[config.mk]
export PLATFORM = sky130hd
export DESIGN_NAME = rectangle_table_overlap_guard_flat
export DESIGN_NICKNAME = d
export VERILOG_FILES = /design/src/rtog_pkg.sv /design/src/rtog_req_if.sv /design/src/rectangle_table_overlap_guard.sv /design/src/rtog_cell.sv /design/src/flat_wrapper.sv
export SDC_FILE = /design/constraint.sdc
export NUM_CORES = 2
export LEC_CHECK = 0
export BUFFER_PORTS_ARGS = -buffer_cell sky130_fd_sc_hd__buf_2
export CORE_MARGIN = 2
export CORE_UTILIZATION = 39
export DETAILED_ROUTE_END_ITERATION = 7
export PLACE_DENSITY = 0.57
export SKIP_CTS_REPAIR_TIMING = 1
export SYNTH_ARGS = -nofsm -noshare
export SYNTH_HDL_FRONTEND = slang
export SYNTH_HIERARCHICAL = 1
export SYNTH_SLANG_ARGS = --single-unit
[constraint.sdc]
create_clock -name clock -period 10.2 [get_ports clock]
set_input_delay 1.53 -clock clock [delete_from_list [all_inputs] [get_ports clock]]
set_output_delay 1.53 -clock clock [all_outputs]
set_load 0.03 [all_outputs]
[src/rtog_pkg.sv]
// Shared types and constants for the rectangle table overlap guard.
`timescale 1ns / 1ps
package rtog_pkg;

   localparam int DefaultTableDepth = 16;
   localparam int MaxResults        = 16;
   localparam int MatchW            = $clog2(MaxResults + 1);
   localparam int CoordW            = 16;
   localparam int AreaW             = 32;
   localparam int SumW              = 37;
   localparam int TotalW            = 36;
   localparam int RemovedW          = 5;

   localparam logic [1:0] OpInsert = 2'd0;
   localparam logic [1:0] OpRemove = 2'd1;
   localparam logic [1:0] OpQuery  = 2'd2;
   localparam logic [1:0] OpReport = 2'd3;

   typedef struct packed {
      logic              valid;
      logic [CoordW-1:0] x;
      logic [CoordW-1:0] y;
      logic [CoordW-1:0] w;
      logic [CoordW-1:0] h;
   } slot_type;

endpackage

[src/rtog_req_if.sv]
// Request and response channel interfaces.
`timescale 1ns / 1ps
interface rtog_req_if;
   logic        valid;
   logic        ready;
   logic [1:0]  opcode;
   logic [15:0] pos_x;
   logic [15:0] pos_y;
   logic [15:0] size_w;
   logic [15:0] size_h;
   logic [31:0] area_limit;

   modport source (output valid, opcode, pos_x, pos_y, size_w, size_h, area_limit,
                   input ready);
   modport sink   (input valid, opcode, pos_x, pos_y, size_w, size_h, area_limit,
                   output ready);
endinterface

interface rtog_rsp_if;
   logic        valid;
   logic        ready;
   logic [1:0]  kind;
   logic        accepted;
   logic        match_found;
   logic [15:0] hit_x;
   logic [15:0] hit_y;
   logic [15:0] hit_w;
   logic [15:0] hit_h;
   logic [4:0]  removed_count;
   logic [35:0] total_area;
   logic        last;

   modport source (output valid, kind, accepted, match_found, hit_x, hit_y, hit_w, hit_h,
                   removed_count, total_area, last, input ready);
   modport sink   (input valid, kind, accepted, match_found, hit_x, hit_y, hit_w, hit_h,
                   removed_count, total_area, last, output ready);
endinterface

[src/rectangle_table_overlap_guard.sv]
// Top level: rotating slot chain with a scan controller at its head cell.
// Sequence: a request is taken in IDLE, the ring rotates once past all TABLE_DEPTH slots in
//   SCAN, then FINISH emits the final beat; a new request is taken only back in IDLE.
// Flow: query results stall the rotation, and FINISH waits, while the output register
//   is still held by the sink.
// Reset: synchronous, active high; clears all slot valid bits, the area sum and control.
`timescale 1ns / 1ps
module rectangle_table_overlap_guard #(
   parameter int TABLE_DEPTH = rtog_pkg::DefaultTableDepth
) (
   input  logic       clock,
   input  logic       reset,
   rtog_req_if.sink   req_bus,
   rtog_rsp_if.source rsp_bus
);
   localparam int IdxW = (TABLE_DEPTH > 1) ? $clog2(TABLE_DEPTH) : 1;
   localparam int CntW = $clog2(TABLE_DEPTH + 1);

   localparam logic [1:0] StIdle   = 2'd0;
   localparam logic [1:0] StScan   = 2'd1;
   localparam logic [1:0] StFinish = 2'd2;

   typedef struct packed {
      logic [1:0]                    kind;
      logic                          accepted;
      logic                          match_found;
      rtog_pkg::slot_type            hit;
      logic [rtog_pkg::RemovedW-1:0] removed_count;
      logic [rtog_pkg::TotalW-1:0]   total_area;
      logic                          last;
   } rsp_type;

   function automatic logic [rtog_pkg::TotalW-1:0] sat_total(
      input logic [rtog_pkg::SumW-1:0] s);
      sat_total = s[rtog_pkg::SumW-1] ? '1 : s[rtog_pkg::TotalW-1:0];
   endfunction

   // control state
   logic [1:0]                  state_ff, state_in;
   logic [CntW-1:0]             cnt_ff, cnt_in;
   logic                        hit_ff, hit_in;
   logic                        free_ok_ff, free_ok_in;
   logic [IdxW-1:0]             free_idx_ff, free_idx_in;
   logic [CntW-1:0]             removed_ff, removed_in;
   logic [rtog_pkg::MatchW-1:0] matches_ff, matches_in;
   logic                        pend_valid_ff, pend_valid_in;
   rtog_pkg::slot_type          pend_ff, pend_in;
   logic [rtog_pkg::SumW-1:0]   sum_ff, sum_in;
   logic                        rsp_valid_ff, rsp_valid_in;
   rsp_type                     rsp_ff, rsp_in;

   // latched command
   logic [1:0]                  op_ff, op_in;
   rtog_pkg::slot_type          cmd_ff, cmd_in;
   logic [31:0]                 limit_ff, limit_in;
   logic [rtog_pkg::AreaW-1:0]  cmd_area_ff, cmd_area_in;

   rtog_pkg::slot_type          slots [TABLE_DEPTH];
   rtog_pkg::slot_type          head, tail_in;
   logic                        shift_en;
   logic [TABLE_DEPTH-1:0]      wr_en;

   logic                        req_take, out_free;
   logic [16:0]                 px1, py1, hx1, hy1;
   logic                        meets, is_match, q_take, rm_hit, advance;
   logic [rtog_pkg::AreaW-1:0]  head_area;
   logic                        any_valid;

   assign head     = slots[0];
   assign req_take = req_bus.valid && req_bus.ready;
   assign out_free = !rsp_valid_ff || rsp_bus.ready;

   assign px1 = {1'b0, cmd_ff.x} + {1'b0, cmd_ff.w};
   assign py1 = {1'b0, cmd_ff.y} + {1'b0, cmd_ff.h};
   assign hx1 = {1'b0, head.x} + {1'b0, head.w};
   assign hy1 = {1'b0, head.y} + {1'b0, head.h};

   // closed-box test: touching edges and corners count as overlap
   assign meets = head.valid && ({1'b0, cmd_ff.x} <= hx1) && ({1'b0, head.x} <= px1)
                  && ({1'b0, cmd_ff.y} <= hy1) && ({1'b0, head.y} <= py1);

   assign head_area = head.w * head.h;
   assign rm_hit    = (op_ff == rtog_pkg::OpRemove) && head.valid
                      && (head_area > limit_ff);
   assign is_match  = head.valid && (head.x == cmd_ff.x) && (head.y == cmd_ff.y);
   assign q_take    = (op_ff == rtog_pkg::OpQuery) && is_match
                      && (32'(matches_ff) < 32'(rtog_pkg::MaxResults));

   // stall the ring when a second match needs the output register and it is busy
   assign advance  = (state_ff == StScan) && !(q_take && pend_valid_ff && !out_free);
   assign shift_en = advance;

   always_comb begin
      tail_in = head;
      tail_in.valid = head.valid && !rm_hit;
   end

   assign req_bus.ready = (state_ff == StIdle);

   always_comb begin
      state_in      = state_ff;
      cnt_in        = cnt_ff;
      hit_in        = hit_ff;
      free_ok_in    = free_ok_ff;
      free_idx_in   = free_idx_ff;
      removed_in    = removed_ff;
      matches_in    = matches_ff;
      pend_valid_in = pend_valid_ff;
      pend_in       = pend_ff;
      sum_in        = sum_ff;
      rsp_valid_in  = rsp_valid_ff && !rsp_bus.ready;
      rsp_in        = rsp_ff;
      op_in         = op_ff;
      cmd_in        = cmd_ff;
      limit_in      = limit_ff;
      cmd_area_in   = cmd_area_ff;
      wr_en         = '0;

      unique case (state_ff)
         StIdle: begin
            if (req_take) begin
               op_in         = req_bus.opcode;
               cmd_in.valid  = 1'b1;
               cmd_in.x      = req_bus.pos_x;
               cmd_in.y      = req_bus.pos_y;
               cmd_in.w      = req_bus.size_w;
               cmd_in.h      = req_bus.size_h;
               limit_in      = req_bus.area_limit;
               cmd_area_in   = req_bus.size_w * req_bus.size_h;
               cnt_in        = '0;
               hit_in        = 1'b0;
               free_ok_in    = 1'b0;
               free_idx_in   = '0;
               removed_in    = '0;
               matches_in    = '0;
               pend_valid_in = 1'b0;
               state_in      = StScan;
            end
         end
         StScan: begin
            if (advance) begin
               if (meets) begin
                  hit_in = 1'b1;
               end
               if (!head.valid && !free_ok_ff) begin
                  free_ok_in  = 1'b1;
                  free_idx_in = cnt_ff[IdxW-1:0];
               end
               if (rm_hit) begin
                  sum_in     = sum_ff - {{(rtog_pkg::SumW-rtog_pkg::AreaW){1'b0}}, head_area};
                  removed_in = removed_ff + 1'b1;
               end
               if (q_take) begin
                  // push the held match out; it is not the last one
                  if (pend_valid_ff) begin
                     rsp_valid_in         = 1'b1;
                     rsp_in               = '0;
                     rsp_in.kind          = rtog_pkg::OpQuery;
                     rsp_in.match_found   = 1'b1;
                     rsp_in.hit           = pend_ff;
                     rsp_in.total_area    = sat_total(sum_ff);
                  end
                  pend_valid_in = 1'b1;
                  pend_in       = head;
                  matches_in    = matches_ff + 1'b1;
               end
               cnt_in = cnt_ff + 1'b1;
               if (cnt_ff == CntW'(TABLE_DEPTH - 1)) begin
                  state_in = StFinish;
               end
            end
         end
         StFinish: begin
            if (out_free) begin
               rsp_valid_in  = 1'b1;
               rsp_in        = '0;
               rsp_in.kind   = op_ff;
               rsp_in.last   = 1'b1;
               rsp_in.total_area = sat_total(sum_ff);
               unique case (op_ff)
                  rtog_pkg::OpInsert: begin
                     if (!hit_ff && free_ok_ff) begin
                        wr_en[free_idx_ff] = 1'b1;
                        sum_in = sum_ff + {{(rtog_pkg::SumW-rtog_pkg::AreaW){1'b0}},
                                           cmd_area_ff};
                        rsp_in.accepted   = 1'b1;
                        rsp_in.total_area = sat_total(sum_in);
                     end
                  end
                  rtog_pkg::OpRemove: begin
                     rsp_in.removed_count = (removed_ff > CntW'(31)) ? 5'd31
                                            : rtog_pkg::RemovedW'(removed_ff);
                  end
                  rtog_pkg::OpQuery: begin
                     if (pend_valid_ff) begin
                        rsp_in.match_found = 1'b1;
                        rsp_in.hit         = pend_ff;
                     end
                  end
                  default: begin
                  end
               endcase
               pend_valid_in = 1'b0;
               state_in      = StIdle;
            end
         end
         default: begin
            state_in = StIdle;
         end
      endcase
   end

   always_ff @(posedge clock) begin
      if (reset) begin
         state_ff      <= StIdle;
         cnt_ff        <= '0;
         hit_ff        <= 1'b0;
         free_ok_ff    <= 1'b0;
         removed_ff    <= '0;
         matches_ff    <= '0;
         pend_valid_ff <= 1'b0;
         sum_ff        <= '0;
         rsp_valid_ff  <= 1'b0;
      end else begin
         state_ff      <= state_in;
         cnt_ff        <= cnt_in;
         hit_ff        <= hit_in;
         free_ok_ff    <= free_ok_in;
         removed_ff    <= removed_in;
         matches_ff    <= matches_in;
         pend_valid_ff <= pend_valid_in;
         sum_ff        <= sum_in;
         rsp_valid_ff  <= rsp_valid_in;
      end
      free_idx_ff <= free_idx_in;
      pend_ff     <= pend_in;
      rsp_ff      <= rsp_in;
      op_ff       <= op_in;
      cmd_ff      <= cmd_in;
      limit_ff    <= limit_in;
      cmd_area_ff <= cmd_area_in;
   end

   // slot ring: head hands its entry to the tail, every other cell to its lower neighbor
   for (genvar i = 0; i < TABLE_DEPTH; i++) begin : g_cell
      rtog_pkg::slot_type nb;
      if (i == TABLE_DEPTH - 1) begin : g_tail
         assign nb = tail_in;
      end else begin : g_mid
         assign nb = slots[i+1];
      end
      rtog_cell u_cell (
         .clock    (clock),
         .reset    (reset),
         .shift_en (shift_en),
         .shift_in (nb),
         .wr_en    (wr_en[i]),
         .wr_data  (cmd_ff),
         .slot     (slots[i])
      );
   end

   always_comb begin
      any_valid = 1'b0;
      for (int i = 0; i < TABLE_DEPTH; i++) begin
         any_valid = any_valid | slots[i].valid;
      end
   end

   assign rsp_bus.valid         = rsp_valid_ff;
   assign rsp_bus.kind          = rsp_ff.kind;
   assign rsp_bus.accepted      = rsp_ff.accepted;
   assign rsp_bus.match_found   = rsp_ff.match_found;
   assign rsp_bus.hit_x         = rsp_ff.hit.x;
   assign rsp_bus.hit_y         = rsp_ff.hit.y;
   assign rsp_bus.hit_w         = rsp_ff.hit.w;
   assign rsp_bus.hit_h         = rsp_ff.hit.h;
   assign rsp_bus.removed_count = rsp_ff.removed_count;
   assign rsp_bus.total_area    = rsp_ff.total_area;
   assign rsp_bus.last          = rsp_ff.last;

   a_cnt_range: assert property (@(posedge clock) disable iff (reset)
      (state_ff == StScan) |-> (32'(cnt_ff) < TABLE_DEPTH))
      else $error("scan counter ran past the table");

   a_pend_query: assert property (@(posedge clock) disable iff (reset)
      pend_valid_ff |-> (op_ff == rtog_pkg::OpQuery))
      else $error("held match outside a query");

   a_finish_emits: assert property (@(posedge clock) disable iff (reset)
      (state_ff == StFinish && out_free) |=> (rsp_valid_ff && rsp_ff.last))
      else $error("finish cycle gave no final beat");

   a_empty_sum: assert property (@(posedge clock) disable iff (reset)
      (state_ff == StIdle && !any_valid) |-> (sum_ff == '0))
      else $error("area sum nonzero with empty table");
endmodule

[src/rtog_cell.sv]
// One table slot; shifts toward its neighbor during a scan, written in place on insert.
`timescale 1ns / 1ps
module rtog_cell (
   input  logic              clock,
   input  logic              reset,
   input  logic              shift_en,
   input  rtog_pkg::slot_type shift_in,
   input  logic              wr_en,
   input  rtog_pkg::slot_type wr_data,
   output rtog_pkg::slot_type slot
);
   rtog_pkg::slot_type slot_ff, slot_in;

   always_comb begin
      slot_in = slot_ff;
      if (wr_en) begin
         slot_in = wr_data;
      end else if (shift_en) begin
         slot_in = shift_in;
      end
   end

   always_ff @(posedge clock) begin
      if (reset) begin
         slot_ff.valid <= 1'b0;
      end else begin
         slot_ff.valid <= slot_in.valid;
      end
      slot_ff.x <= slot_in.x;
      slot_ff.y <= slot_in.y;
      slot_ff.w <= slot_in.w;
      slot_ff.h <= slot_in.h;
   end

   assign slot = slot_ff;
endmodule

[src/flat_wrapper.sv]
// flat-port wrapper written by rule: the top's interface ports become plain ports
module rectangle_table_overlap_guard_flat 
#(
   parameter int TABLE_DEPTH = rtog_pkg::DefaultTableDepth
)
  (clock, reset, req_bus_valid, req_bus_opcode, req_bus_pos_x, req_bus_pos_y, req_bus_size_w, req_bus_size_h, req_bus_area_limit, req_bus_ready, rsp_bus_valid, rsp_bus_kind, rsp_bus_accepted, rsp_bus_match_found, rsp_bus_hit_x, rsp_bus_hit_y, rsp_bus_hit_w, rsp_bus_hit_h, rsp_bus_removed_count, rsp_bus_total_area, rsp_bus_last, rsp_bus_ready);
  rtog_req_if req_bus_i ();
  rtog_rsp_if rsp_bus_i ();
  input  logic clock;
  input  logic reset;
  input wire logic [$bits(req_bus_i.valid)-1:0] req_bus_valid;
  input wire logic [$bits(req_bus_i.opcode)-1:0] req_bus_opcode;
  input wire logic [$bits(req_bus_i.pos_x)-1:0] req_bus_pos_x;
  input wire logic [$bits(req_bus_i.pos_y)-1:0] req_bus_pos_y;
  input wire logic [$bits(req_bus_i.size_w)-1:0] req_bus_size_w;
  input wire logic [$bits(req_bus_i.size_h)-1:0] req_bus_size_h;
  input wire logic [$bits(req_bus_i.area_limit)-1:0] req_bus_area_limit;
  output wire logic [$bits(req_bus_i.ready)-1:0] req_bus_ready;
  output wire logic [$bits(rsp_bus_i.valid)-1:0] rsp_bus_valid;
  output wire logic [$bits(rsp_bus_i.kind)-1:0] rsp_bus_kind;
  output wire logic [$bits(rsp_bus_i.accepted)-1:0] rsp_bus_accepted;
  output wire logic [$bits(rsp_bus_i.match_found)-1:0] rsp_bus_match_found;
  output wire logic [$bits(rsp_bus_i.hit_x)-1:0] rsp_bus_hit_x;
  output wire logic [$bits(rsp_bus_i.hit_y)-1:0] rsp_bus_hit_y;
  output wire logic [$bits(rsp_bus_i.hit_w)-1:0] rsp_bus_hit_w;
  output wire logic [$bits(rsp_bus_i.hit_h)-1:0] rsp_bus_hit_h;
  output wire logic [$bits(rsp_bus_i.removed_count)-1:0] rsp_bus_removed_count;
  output wire logic [$bits(rsp_bus_i.total_area)-1:0] rsp_bus_total_area;
  output wire logic [$bits(rsp_bus_i.last)-1:0] rsp_bus_last;
  input wire logic [$bits(rsp_bus_i.ready)-1:0] rsp_bus_ready;
  assign req_bus_i.valid = req_bus_valid;
  assign req_bus_i.opcode = req_bus_opcode;
  assign req_bus_i.pos_x = req_bus_pos_x;
  assign req_bus_i.pos_y = req_bus_pos_y;
  assign req_bus_i.size_w = req_bus_size_w;
  assign req_bus_i.size_h = req_bus_size_h;
  assign req_bus_i.area_limit = req_bus_area_limit;
  assign req_bus_ready = req_bus_i.ready;
  assign rsp_bus_valid = rsp_bus_i.valid;
  assign rsp_bus_kind = rsp_bus_i.kind;
  assign rsp_bus_accepted = rsp_bus_i.accepted;
  assign rsp_bus_match_found = rsp_bus_i.match_found;
  assign rsp_bus_hit_x = rsp_bus_i.hit_x;
  assign rsp_bus_hit_y = rsp_bus_i.hit_y;
  assign rsp_bus_hit_w = rsp_bus_i.hit_w;
  assign rsp_bus_hit_h = rsp_bus_i.hit_h;
  assign rsp_bus_removed_count = rsp_bus_i.removed_count;
  assign rsp_bus_total_area = rsp_bus_i.total_area;
  assign rsp_bus_last = rsp_bus_i.last;
  assign rsp_bus_i.ready = rsp_bus_ready;
  rectangle_table_overlap_guard #(.TABLE_DEPTH(TABLE_DEPTH)) u_core (.clock(clock), .reset(reset), .req_bus(req_bus_i), .rsp_bus(rsp_bus_i));
endmodule
== After elaboration in Yosys (flattened, before gate mapping) ==
Cells that the tools add are included.

* Memories: 0
* Input port bits: 102
* Flip-flop bits (word level): 1407
* Memory bits (writable): 0
* Output and inout bits: 112
* ROM bits: 0
* Bits in latches: 0

* Div/mod/pow operators: 0
* Add/sub/neg operators: 9
* Reduce and logical (&&, ||, !) cells: 60
* Bitwise logic cells: 0
* Multipliers: 2
* Equal/unequal tests: 18
* Shifts and indexed selects: 0
* $lt $le $gt $ge: 9
* Mux-type cells: 93

{| class="wikitable"
|+ Operators by type and width
! cell !! number
|-
| $mux W65 || 32
|-
| $mux W111 || 4
|-
| $pmux W111 S2 || 1
|-
| $mux W37 || 5
|-
| $mux W36 || 4
|-
| $mux W66 || 2
|-
| $pmux W37 S2 || 1
|-
| $add A16 B16 Y17 || 4
|-
| $le A16 B17 Y1 || 4
|-
| $mul A16 B16 Y32 || 2
|-
| $mux W16 || 4
|-
| $mux W5 || 8
|-
| $add A37 B32 Y37 || 1
|-
| $sub A37 B32 Y37 || 1
|-
| $reduce_bool A2 Y1 || 18
|-
| $eq A16 B16 Y1 || 2
|-
| $gt A32 B32 Y1 || 1
|-
| $pmux W5 S2 || 3
|-
| $reduce_and A4 Y1 || 5
|-
| $logic_and A1 B1 Y1 || 19
|-
| $add A5 B1 Y5 const B || 3
|-
| $mux W1 || 15
|-
| $ne A2 B1 Y1 const B || 7
|-
| $mux W4 || 3
|-
| 22 further kinds || 42
|}

== Depth between registers and ports, before layout ==
* Depth after elaboration: 11
* Mapped depth: 35

== Hierarchy ==
The synthesis kept the hierarchy.

{| class="wikitable"
|+ By module, submodules not included
! module !! instances !! area each (um2) !! cells each
|-
| rtog_cell || 16 || 2862.7 || 141
|-
| rectangle_table_overlap_guard || 1 || 38787.2 || 3966
|}

== Least setup slack after synthesis ==
Ideal clock, no wire load.

* Path type: input port to flip-flop
* Start: in rsp_bus_ready
* End: reg u_core/pend_ff[0] (netlist bit), enable pin
* Path buffers: 0
* Slack: 0.063 ns
* Cell stages on the path: 3
* Data arrival time: 9.492 ns
* Path through: nor2b_1 a21oi_1 nor4bb_1

* Word-level cells in the longest chain between the ends: 6

{| class="wikitable"
|+ Ends and longest elaborated chain
! item !! RTL line !! source
|-
| from (decl) || flat_wrapper.sv:30 || <nowiki>input wire logic [$bits(rsp_bus_i.ready)-1:0] rsp_bus_ready;</nowiki>
|-
| $logic_or A1 B1 Y1 || rectangle_table_overlap_guard.sv:71 || <nowiki>assign out_free = !rsp_valid_ff || rsp_bus.ready;</nowiki>
|-
| $logic_not A1 Y1 || rectangle_table_overlap_guard.sv:90 || <nowiki>assign advance = (state_ff == StScan) && !(q_take && pend_valid_ff && !out_free);</nowiki>
|-
| $logic_and A1 B1 Y1 || rectangle_table_overlap_guard.sv:90 ||
|-
| $logic_not A1 Y1 || rectangle_table_overlap_guard.sv:90 ||
|-
| $logic_and A1 B1 Y1 || rectangle_table_overlap_guard.sv:90 ||
|-
| via u_core.advance || rectangle_table_overlap_guard.sv:65 || <nowiki>logic meets, is_match, q_take, rm_hit, advance;</nowiki>
|-
| $reduce_and A3 Y1 (no source line) || - ||
|-
| to (signal assigned) || rectangle_table_overlap_guard.sv:236 || <nowiki>pend_ff <= pend_in;</nowiki>
|-
| to (decl) || rectangle_table_overlap_guard.sv:47 || <nowiki>rtog_pkg::slot_type pend_ff, pend_in;</nowiki>
|}

The timed path passes the listed nets, and every way through them passes these cells.
A chain may end at the register's enable or synchronous reset.

== Worst setup path in the final report ==
* Start: reg u_core.g_cell[0].u_cell.slot_ff (netlist bit u_core/g_cell[0].u_cell/slot[1])
* End: reg u_core/sum_ff[36] (netlist bit)

* Word-level cells in the longest chain between the ends: 5
* Elaborated cells on any way between the ends: 9
* Those cells by class: add/sub: 1; mul: 1; order compare: 1; eq/ne: 1; mux: 3; reduce/logical: 2

{| class="wikitable"
|+ Ends and longest elaborated chain
! item !! RTL line !! source
|-
| from (decl) || rtog_cell.sv:12 || <nowiki>rtog_pkg::slot_type slot_ff, slot_in;</nowiki>
|-
| $mul A16 B16 Y32 (*) || rectangle_table_overlap_guard.sv:82 || <nowiki>assign head_area = head.w * head.h;</nowiki>
|-
| $sub A37 B32 Y37 or $gt A32 B32 Y1 (tied branches) || rectangle_table_overlap_guard.sv:150, rectangle_table_overlap_guard.sv:84 ||
|-
| $mux W37 or $logic_and A1 B1 Y1 (tied branches) || rectangle_table_overlap_guard.sv:149, rectangle_table_overlap_guard.sv:84 ||
|-
| $mux W37 or $ne A2 B1 Y1 (tied branches) || - ||
|-
| $pmux W37 S2 or $reduce_and A6 Y1 (tied branches) || - ||
|-
| to (signal assigned) || rectangle_table_overlap_guard.sv:232 || <nowiki>sum_ff <= sum_in;</nowiki>
|-
| to (decl) || rectangle_table_overlap_guard.sv:48 || <nowiki>logic [rtog_pkg::SumW-1:0] sum_ff, sum_in;</nowiki>
|}

Every way passes the cells marked *; elsewhere a longest branch is shown, timed or not. The select of a mux whose other input is x is not followed.

==> results.md <==
- Vias per cell: 5.48
- DRT Pass-1 Iters: 5
- Area growth, synth to finish: 11.4%
- Hold Violations, Final: 0
- Critical Path Start: u_core/g_cell[0].u_cell/slot[1]
- Final nets: 7,476
- Share of cells above drive strength 1: 25.9%
- FF-to-FF setup slack: 0.78 ns
- Clk buf depth: 3
- Clk Tree Root Cell: clkbuf_16
- Worst slew pin tran: 1.17 ns
- Grt met2 use: 35.4%
- Grt met3 use: 2.88%
- Initial drt markers: 4,401
- Ranking of synthesized cells by area: edfxtp_1 47%, fa_1 9.3%, mux2_4 8.0%
- Pwr dens: 181 nW/um^2
- WHS: 0.481 ns
- Detail Route Antenna Nets: 0
- CP Data Required Time: 10.90 ns
- Drc violations: 0
- Crit path depth: 30
- Avg Inst Size Synth: 13.6 um^2
- Hold Crit Class: flip-flop to flip-flop
- Arr. time, crit path: 10.12 ns
- Crit path max fanout: 18
- Post-synth ARST share: 0%
- Die H: 470 um
- Initial Utilization: 39.3%
- Inserted Clock Buffers: 154
- Worst Hold Launch: u_core/matches_ff[4]
- Worst Setup Path Type: flip-flop to flip-flop
- Skew-Pair Late Insertion Delay: 0.84 ns
- FF-to-FF path depth: 30
- CP Launch Type: flip-flop
- Crit. End Element: flip-flop
- CTS tree: done
- Clock period minus worst slack: 9.42 ns
- Outcome: finished, final reports clean
- Top Usage Layer GRT: met2
- Fin crit share: 92.3%
- Fmax achieved: 106 MHz
- Overflow after GRT: 0
- Synth cell types: 103
- Max-cap viol count: 0
- Vias in the first global route: 53,000
- Largest net degree at the start of global routing: 68
- Max Slew Vio Count: 0
- CP max stage cell: edfxtp_1
- Peak supply drop: 0.000306 V
- Row cnt: 170
- Filler instances: 19,300
- EDFF count, synth: 1,332
- Setup_tns: 0 ns
- Placer congestion estimate: 0.933
- Cell area after layout: 94,200 um^2
- Vias after detailed routing: 52,200
- Met1 GRT Util: 31.3%
- Rel. slew slack: 21.2%
- Max stage delay on crit path: 0.77 ns
- Top-area cell type share of the netlist area: 47.3%
- CTS H-Tree Depth: 4
- Crit path to: u_core/sum_ff[36]
- Count of final setup violators: 0
- Final worst slack: 0.784 ns
- Area leader, netlist: edfxtp_1
- Synth Flop Type: edfxtp_1
- Placed cell area: 89,300 um^2
- Post-synth top cells: 1,332 x edfxtp_1, 579 x mux2_2, 578 x inv_1
- Buffers on Ports: 213
- Sequential element share of the synthesized area: 49.0%
- Routed wire length: 246,000 um
- DP HPWL: 165,000 um
- CP most frequent cell: fa_1
- GRT Total Usage: 22.0%
- Initial antenna violation count: 22
- Crit path max-delay family: adder cells
- Buffers & Inverters on Critical Path: 3
- First-pass GRT wire length: 361,000 um
- Lkg Pwr: 33.2 nW
- CORE AREA: 215,000 um^2
- RSZ-0062 raised after global routing: false
- Worst R2R Start: u_core/g_cell[0].u_cell/slot[1]
- Wire per inst: 25.9 um
- Synth Cell Area: 84,600 um^2
- CTS sink cnt: 1,406
- Die Area: 221,000 um^2
- Clk slew on worst S/H paths: 0.06 ns
- Synth Warn #: 6
- RR Endpoint: u_core/sum_ff[36]
- Count leader, synth: edfxtp_1
- Place WS: 0.774 ns
- FF+latch count, synth: 1,406
- Total I/O pin count: 214
- Final setup skew: 0.0694 ns
- Mapped Cells: 6,222
- Width of the die: 470 um
## flip-flops by register name, indices dropped and copies added (netlist names), 32 cells and up
register / count
u_core/limit_ff: 32
u_core/pend_ff: 64
u_core/cmd_area_ff: 32
u_core/sum_ff: 37
u_core/cmd_ff: 64
u_core/rsp_bus.total_area: 36
u_core/g_cell.u_cell/slot: 1040
## worst min-delay path, delay by kind of cell, from the launching register on
family | cells | cell delay (ns)
AND/OR/NAND/NOR | 1 | 0.07
flip-flops | 1 | 0.33
AO/OA/AOI/OAI | 1 | 0.05
## where the power goes
part           internal (mW)  switching, mW
logic                   1.74           3.04
registers               6.73         0.0848
clock network           3.05           2.41
## cells by family after synthesis
kind of cell             after synthesis  share of synthesized area, %
AO/OA/AOI/OAI                        660                          5.46
XOR/XNOR                             201                          2.08
adder cells (fa/ha/maj)              835                          15.8
buffers and inverters                821                          4.26
flip-flops                          1406                          49.0
multiplexers                        1054                          16.0
other                                  1                       0.00443
AND/OR/NAND/NOR                     1244                          7.34
## metrics by stage
step	cells	total power, mW	util [%]
after detailed placement	9221	11.7	41.5
final	9515	17.1	43.8
after floorplan	6237	10.2	-
after CTS	9504	17.2	43.8
after global placement	9221	11.7	41.5
after global routing	9509	18.0	43.8
## layout by cell type (no fill, tap or decap), types with 62 or more instances in the layout
master,count
buf_4,157
fa_1,394
xor2_1,78
and2_1,298
inv_1,577
clkbuf_16,156
xnor2_1,123
nand3_1,62
dfxtp_1,74
edfxtp_1,1332
ha_1,440
mux2_4,448
a21oi_1,167
mux2_2,579
a21o_1,89
o21ai_0,88
buf_2,213
nor2_1,168
nand2_1,424
## worst min path at each step
stage / to / slack (ns) / cells past startpoint
after floorplan: u_core/matches_ff[4] / 0.43 / 2
after global placement: u_core/matches_ff[4] / 0.46 / 2
after detailed placement: u_core/matches_ff[4] / 0.47 / 2
after CTS: u_core/matches_ff[4] / 0.48 / 2
after global routing: u_core/g_cell[5].u_cell/slot[32] / 0.52 / 1
final: u_core/matches_ff[4] / 0.48 / 2
## final cells by class
type / instances / area, um^2 / share of cell area (%)
repair buffers: 370 / 2240 / 2.38
clock inverters: 94 / 857 / 0.910
flip-flops and latches: 1406 / 41500 / 44.0
clock buffers: 189 / 4050 / 4.30
diodes: 11 / 27.5 / 0.0292
multi-input cells: 4010 / 39800 / 42.2
inverters: 597 / 2250 / 2.38
well taps: 2838 / 3550 / 3.77
## metal layers
| metal | vias to the layer above | routed length, um |
|---|---|---|
| li1 | 22900 | - |
| met1 | 27100 | 111000 |
| met2 | 1781 | 114000 |
| met3 | 321 | 14500 |
| met4 | 8 | 6520 |
| met5 | - | 45 |
Note: power is estimated with default switching activity, not from simulation.
